<file path="src/rtl/hsv2rgb_pkg.sv">
// shared types and constants for the hsv to rgb converter
// no dependencies; used by hsv2rgb_levels and hsv_to_rgb_unit
package hsv2rgb_pkg;

	localparam logic [16:0] FIX_ONE    = 17'd65536;
	localparam logic [14:0] HUE_TURN   = 15'd23040;
	localparam logic [11:0] HUE_SECTOR = 12'd3840;
	// one in q1.16 times one sector
	localparam logic [27:0] HUE_BIG    = 28'd251658240;
	localparam logic [7:0]  LEVEL_MAX  = 8'd255;

	typedef enum logic [2:0] {
		SEC_RY,
		SEC_YG,
		SEC_GC,
		SEC_CB,
		SEC_BM,
		SEC_MR
	} sector_t;

	typedef struct packed {
		logic [14:0] hue;
		logic [16:0] saturation;
		logic [16:0] brightness;
	} hsv_t;

	typedef struct packed {
		logic [7:0] red;
		logic [7:0] green;
		logic [7:0] blue;
	} rgb_t;

	// after hue split and clamping
	typedef struct packed {
		sector_t     sector;
		logic [11:0] rem;
		logic [16:0] sat;
		logic [16:0] val;
	} stage1_t;

	// one minus s, and the q and t factors scaled by one sector
	typedef struct packed {
		sector_t     sector;
		logic [16:0] val;
		logic [16:0] oms;
		logic [27:0] lq;
		logic [27:0] lt;
	} stage2_t;

	// levels times value
	typedef struct packed {
		sector_t     sector;
		logic [33:0] pv;
		logic [44:0] qv;
		logic [44:0] tv;
		logic [24:0] vv;
	} stage3_t;

endpackage

</file>
<file path="src/rtl/hsv2rgb_levels.sv">
// multiplier stages of the hsv to rgb converter: forms p, q, t and v products
// depends on hsv2rgb_pkg
module hsv2rgb_levels (
	input  logic                  clk,
	input  logic                  arst_n,
	input  logic                  vld_in,
	input  hsv2rgb_pkg::stage1_t  data_in,
	output logic                  vld_out,
	output hsv2rgb_pkg::stage3_t  data_out
);

	logic                 vld_s2;
	logic                 vld_s3;
	hsv2rgb_pkg::stage2_t data_s2;
	hsv2rgb_pkg::stage3_t data_s3;

	logic [28:0] sr;
	logic [28:0] st;
	logic [11:0] rc;

	assign rc = hsv2rgb_pkg::HUE_SECTOR - data_in.rem;
	assign sr = {12'd0, data_in.sat} * {17'd0, data_in.rem};
	assign st = {12'd0, data_in.sat} * {17'd0, rc};

	always_ff @(posedge clk or negedge arst_n) begin
		if (!arst_n) begin
			vld_s2 <= 1'b0;
			vld_s3 <= 1'b0;
		end else begin
			vld_s2 <= vld_in;
			vld_s3 <= vld_s2;
		end
	end

	always_ff @(posedge clk) begin
		data_s2.sector <= data_in.sector;
		data_s2.val    <= data_in.val;
		data_s2.oms    <= hsv2rgb_pkg::FIX_ONE - data_in.sat;
		// products never exceed one sector's worth, so the top bit drops
		data_s2.lq     <= 28'({1'b0, hsv2rgb_pkg::HUE_BIG} - sr);
		data_s2.lt     <= 28'({1'b0, hsv2rgb_pkg::HUE_BIG} - st);

		data_s3.sector <= data_s2.sector;
		data_s3.pv     <= {17'd0, data_s2.val} * {17'd0, data_s2.oms};
		data_s3.qv     <= {28'd0, data_s2.val} * {17'd0, data_s2.lq};
		data_s3.tv     <= {28'd0, data_s2.val} * {17'd0, data_s2.lt};
		data_s3.vv     <= {8'd0, data_s2.val} * {17'd0, hsv2rgb_pkg::LEVEL_MAX};
	end

	assign vld_out  = vld_s3;
	assign data_out = data_s3;

endmodule

</file>
<file path="src/rtl/hsv_to_rgb_unit.sv">
// each request is registered in stage s1, in stages s2 and s3 of hsv2rgb_levels, and in s4 before done
// throughput: one request per cycle; busy stays low, the four-stage pipeline never stalls
// each result is shown with done for one cycle and is not held
// reset clears only the stage valid bits; data registers are not reset
// depends on hsv2rgb_pkg and hsv2rgb_levels
module hsv_to_rgb_unit (
	input  logic              clk,
	input  logic              arst_n,
	input  logic              start,
	output logic              busy,
	input  hsv2rgb_pkg::hsv_t request,
	output logic              done,
	output hsv2rgb_pkg::rgb_t result
);

	logic                 vld_s1;
	hsv2rgb_pkg::stage1_t data_s1;
	logic                 vld_s3;
	hsv2rgb_pkg::stage3_t data_s3;
	logic                 vld_s4;
	hsv2rgb_pkg::rgb_t    result_s4;

	logic [14:0]          h_eff;
	logic [14:0]          h_base;
	hsv2rgb_pkg::sector_t sec;
	logic [16:0]          s_cl;
	logic [16:0]          v_cl;

	logic [41:0] p255;
	logic [49:0] q17;
	logic [49:0] t17;
	logic [7:0]  pch;
	logic [7:0]  qch;
	logic [7:0]  tch;
	logic [7:0]  vch;
	hsv2rgb_pkg::rgb_t rgb_next;

	assign busy = 1'b0;

	// hue split into sector and remainder; hue out of range maps to zero, saturation and brightness clamp to one
	always_comb begin
		h_eff = (request.hue >= hsv2rgb_pkg::HUE_TURN) ? 15'd0 : request.hue;
		if (h_eff >= 15'd19200) begin
			sec    = hsv2rgb_pkg::SEC_MR;
			h_base = 15'd19200;
		end else if (h_eff >= 15'd15360) begin
			sec    = hsv2rgb_pkg::SEC_BM;
			h_base = 15'd15360;
		end else if (h_eff >= 15'd11520) begin
			sec    = hsv2rgb_pkg::SEC_CB;
			h_base = 15'd11520;
		end else if (h_eff >= 15'd7680) begin
			sec    = hsv2rgb_pkg::SEC_GC;
			h_base = 15'd7680;
		end else if (h_eff >= 15'd3840) begin
			sec    = hsv2rgb_pkg::SEC_YG;
			h_base = 15'd3840;
		end else begin
			sec    = hsv2rgb_pkg::SEC_RY;
			h_base = 15'd0;
		end
		s_cl = (request.saturation > hsv2rgb_pkg::FIX_ONE) ?
			hsv2rgb_pkg::FIX_ONE : request.saturation;
		v_cl = (request.brightness > hsv2rgb_pkg::FIX_ONE) ?
			hsv2rgb_pkg::FIX_ONE : request.brightness;
	end

	always_ff @(posedge clk or negedge arst_n) begin
		if (!arst_n) begin
			vld_s1 <= 1'b0;
			vld_s4 <= 1'b0;
		end else begin
			vld_s1 <= start && !busy;
			vld_s4 <= vld_s3;
		end
	end

	always_ff @(posedge clk) begin
		data_s1.sector <= sec;
		data_s1.rem    <= 12'(h_eff - h_base);
		data_s1.sat    <= s_cl;
		data_s1.val    <= v_cl;
		result_s4      <= rgb_next;
	end

	hsv2rgb_levels u_levels (
		.clk      (clk),
		.arst_n   (arst_n),
		.vld_in   (vld_s1),
		.data_in  (data_s1),
		.vld_out  (vld_s3),
		.data_out (data_s3)
	);

	// the factor 15 of 3840 cancels against 255, leaving times 17 over 2^40
	assign p255 = {data_s3.pv, 8'd0} - {8'd0, data_s3.pv};
	assign q17  = {1'b0, data_s3.qv, 4'd0} + {5'd0, data_s3.qv};
	assign t17  = {1'b0, data_s3.tv, 4'd0} + {5'd0, data_s3.tv};
	assign pch  = p255[39:32];
	assign qch  = q17[47:40];
	assign tch  = t17[47:40];
	assign vch  = data_s3.vv[23:16];

	always_comb begin
		case (data_s3.sector)
			hsv2rgb_pkg::SEC_RY: rgb_next = '{red: vch, green: tch, blue: pch};
			hsv2rgb_pkg::SEC_YG: rgb_next = '{red: qch, green: vch, blue: pch};
			hsv2rgb_pkg::SEC_GC: rgb_next = '{red: pch, green: vch, blue: tch};
			hsv2rgb_pkg::SEC_CB: rgb_next = '{red: pch, green: qch, blue: vch};
			hsv2rgb_pkg::SEC_BM: rgb_next = '{red: tch, green: pch, blue: vch};
			default:             rgb_next = '{red: vch, green: pch, blue: qch};
		endcase
	end

	assign done   = vld_s4;
	assign result = result_s4;

`ifndef ASSERT_OFF
	a_latency: assert property (@(posedge clk) disable iff (!arst_n)
		start && !busy |-> ##4 done)
		else $error("request did not produce a result after four cycles");

	a_no_spurious: assert property (@(posedge clk) disable iff (!arst_n)
		done |-> $past(vld_s3))
		else $error("result strobe without a product stage behind it");

	a_level_order: assert property (@(posedge clk) disable iff (!arst_n)
		vld_s3 |-> (pch <= qch && pch <= tch && qch <= vch && tch <= vch))
		else $error("channel levels out of order");
`endif

endmodule
</file>
<file path="config.mk">
export PLATFORM = sky130hd
export DESIGN_NAME = hsv_to_rgb_unit
export DESIGN_NICKNAME = d
export VERILOG_FILES = /design/src/rtl/hsv2rgb_pkg.sv /design/src/rtl/hsv2rgb_levels.sv /design/src/rtl/hsv_to_rgb_unit.sv
export SDC_FILE = /design/constraint.sdc
export NUM_CORES = 2
export LEC_CHECK = 0
export ABC_AREA = 1
export BUFFER_PORTS_ARGS = -buffer_cell sky130_fd_sc_hd__buf_2
export CAP_MARGIN = 20
export CORE_ASPECT_RATIO = 0.8
export CORE_MARGIN = 2
export CORE_UTILIZATION = 49
export DETAILED_ROUTE_END_ITERATION = 16
export GPL_ROUTABILITY_DRIVEN = 0
export PLACE_DENSITY = 0.62
export RECOVER_POWER = 100
export REMOVE_ABC_BUFFERS = 1
export SETUP_SLACK_MARGIN = 0.4
export SYNTH_ARGS = -nofsm -noshare
export SYNTH_HDL_FRONTEND = slang
export SYNTH_HIERARCHICAL = 1
export SYNTH_SLANG_ARGS = --single-unit
export TNS_END_PERCENT = 30
</file>
<file path="constraint.sdc">
create_clock -name clk -period 7 [get_ports clk]
set_clock_uncertainty 0.1 [all_clocks]
set_input_delay 1.4 -clock clk [delete_from_list [all_inputs] [get_ports clk]]
set_output_delay 1.4 -clock clk [all_outputs]
set_load 0.01 [all_outputs]
</file>
==> results.toml <==
[timing]
post-route-worst-setup-slack_ps = 488.1
finalSetupTns_ps = 0
final-hold-violation-count = 0
min_period_over_period_pct = 93.03
fmax_mhz = 153.6
timing.slew.headroom_pct = -8.527
post-route-min-period_ps = 6512
maxSlewViolCount = 17
worst_slew_pin_slew_ps = 1613
rsz0062_at_grt = "yes"
finalSetupViolCount = 0

[clock_tree]
cts.reportedPaths.clkPinSlew_ps = 60
clk_path_buf_depth = 3
numCtsBuffers = 39
cts_htree_levels = 2
cts-hold-fix-buffers = 0
tritoncts_clock_tree = "done"
clock_latency_ps = 660
clock-sinks = 303
cts.root.buffer_cell = "clkbuf_16"

[setup_path]
criticalPathCategory = "flip-flop to flip-flop"
worst_r2r_endpoint = "u_levels/data_out[57]$_DFF_P_"
r2r_cells = 23
r2r_setup_slack_ps = 490
critPathSlowestCell = "dfxtp_1"
cp_most_frequent_cell = "nand2_1"
cp.required_ps = 7410
critical_path.max_fanout = 39
crit_path_cell_trace = "clkbuf_1 > buf_12 > nand2_1 > fa_1 > inv_1 > ha_1 > ha_1 > inv_1 > fa_1 > inv_1 > ha_1 > inv_1 > fa_1 > inv_1 > nand3_1 > nand3_2 > nand2_1 > nand3_1 > nand2_1 > nand2_1 > nand2_1 > nand3_1 > nand2_1"
crit_arrival_ps = 6920
endpoint_type_of_the_worst_setup_path = "flip-flop"
cp_slowest_stage_delay_ps = 1050
critical_path.startpoint_type = "flip-flop"
worst_r2r_startpoint = "u_levels/data_s2[73]$_DFF_P_"

[route]
first_iter_violations = 6191
avgRoutedWirePerCell_um = 17.97
detail_route.first_pass.iterations = 6
drtAntennaViolNets = 0
total_number_of_vias = 65051
wirelength_mm = 227.1
via_density_per_instance = 5.147
route.detailed.drc = 0

[placed_design]
place.port_buffers = 76
hpwlAfterDp_mm = 186.3
dpl.cell_count = 12557
place_ws_ps = 718.7

[outcome]
status = "complete, but fails checks"
failed_checks = "capacitance limit, slew limit"

[floorplanning]
floorplan.die_area_um2 = 158200
dieWidth_um = 444.2
rows = 129
floorplan.initialDensity_pct = 49.24
core-area_um2 = 154300
die_height_um = 356.2
boundaryPins = 78

[final_layout]
fin_util_pct = 51.84
final_layout_size_suffix_gt1_share_pct = 3.056
layout.cells.most_common_list = "nand2_1 (3148), inv_1 (3035), fa_1 (1382), ha_1 (663), nor2_1 (593)"
area_growth_pct = 5.285
most_common_cell_after_layout_fill_and_taps_aside = "nand2_1"
fin_nets = 12668
final_cells = 12638

[grt]
grt_pass1_wl_mm = 364.4
grt_pass1_vias = 66512
pin_count_of_the_biggest_net_entering_global_routing = 59
number_of_antenna_violations_at_the_first_check_in_global_routing = 7
global_route.usage.total_pct = 29.19
grt_overflow_total = 0

[yosys]
post_synth.cell_area_avg_um2 = 7.117
synth_area_um2 = 75980
synthCells = 10676
ys.warnings.count = 6

[min_path]
hold_start = "data_s1[0]$_SDFF_PN0_"
worstHoldPathCells = 0
worstHoldPathType = "flip-flop to flip-flop"
worstHoldEndpoint = "u_levels/data_s2[73]$_DFF_P_"

[run]
maxCapViolCount = 1
==> per-layer routing <==
layer,routed length [um],vias to the layer above,part of all wire [%],global-route usage [%]
li1,-,30397,-,-
met4,6258,2,2.8,7.796
met1,103700,31518,46,43.10
met5,12,-,0.0053,0
met2,94200,2826,41,43.66
met3,22950,308,10,5.804
==> worst max-delay path: cells and delay by family, from the launching register on <==
family	cells	cell delay (ps)
adder cells (fa/ha/maj)	6	2330
buffers and inverters	7	1470
AND/OR/NAND/NOR	10	1330
flip-flops	1	1050
==> worst max-delay path by stage <==
stage	startpoint	to	slack [ps]	cells after the start
2_1_floorplan	u_levels/data_s2[89]$_DFF_P_	u_levels/data_out[114]$_DFF_P_	550	20
3_3_place_gp	u_levels/data_s2[84]$_DFF_P_	u_levels/data_out[50]$_DFF_P_	700	19
3_5_place_dp	u_levels/data_s2[84]$_DFF_P_	u_levels/data_out[50]$_DFF_P_	720	19
4_1_cts	u_levels/data_s2[84]$_DFF_P_	u_levels/data_out[50]$_DFF_P_	680	19
5_1_grt	u_levels/data_s2[83]$_DFF_P_	u_levels/data_out[148]$_DFF_P_	200	22
6_report	u_levels/data_s2[73]$_DFF_P_	u_levels/data_out[57]$_DFF_P_	490	23
==> final cells by class <==
type | count | area [um2]
flip-flops and latches | 303 | 6143
clock buffers | 42 | 1007
repair buffers | 215 | 1525
multi-input cells | 6963 | 56880
clock inverters | 30 | 422.9
well taps | 2030 | 2540
diodes | 6 | 15.01
fillers | 15269 | 74310
inverters | 3049 | 11450
==> what timing repair did <==
| item | CTS | global route |
|---|---|---|
| hold endpoints to repair | 0 | 0 |
| gates resized for setup | 0 | 0 |
| endpoints found under the setup margin | 0 | 10 |
| setup buffers | 0 | 3 |
==> per-stage QoR <==
step                hold slack, ps  area (um2)
finish                       223.1       79990
global route                 230.1       79990
CTS                          223.0       80110
detailed placement           211.8       78680
global placement             209.6       78680
floorplan                    209.6       74560
==> state kept, by name, indices dropped and copies added (netlist names) <==
register           flops
u_levels/data_out    134
done                   1
u_levels/vld_out       1
vld_s1                 1
result                24
data_s1               49
u_levels/data_s2      92
u_levels/vld_s2        1
Power is left out: the tool's default activity adds up to more than one toggle a clock period on the data nets, which glitch-free logic cannot reach.
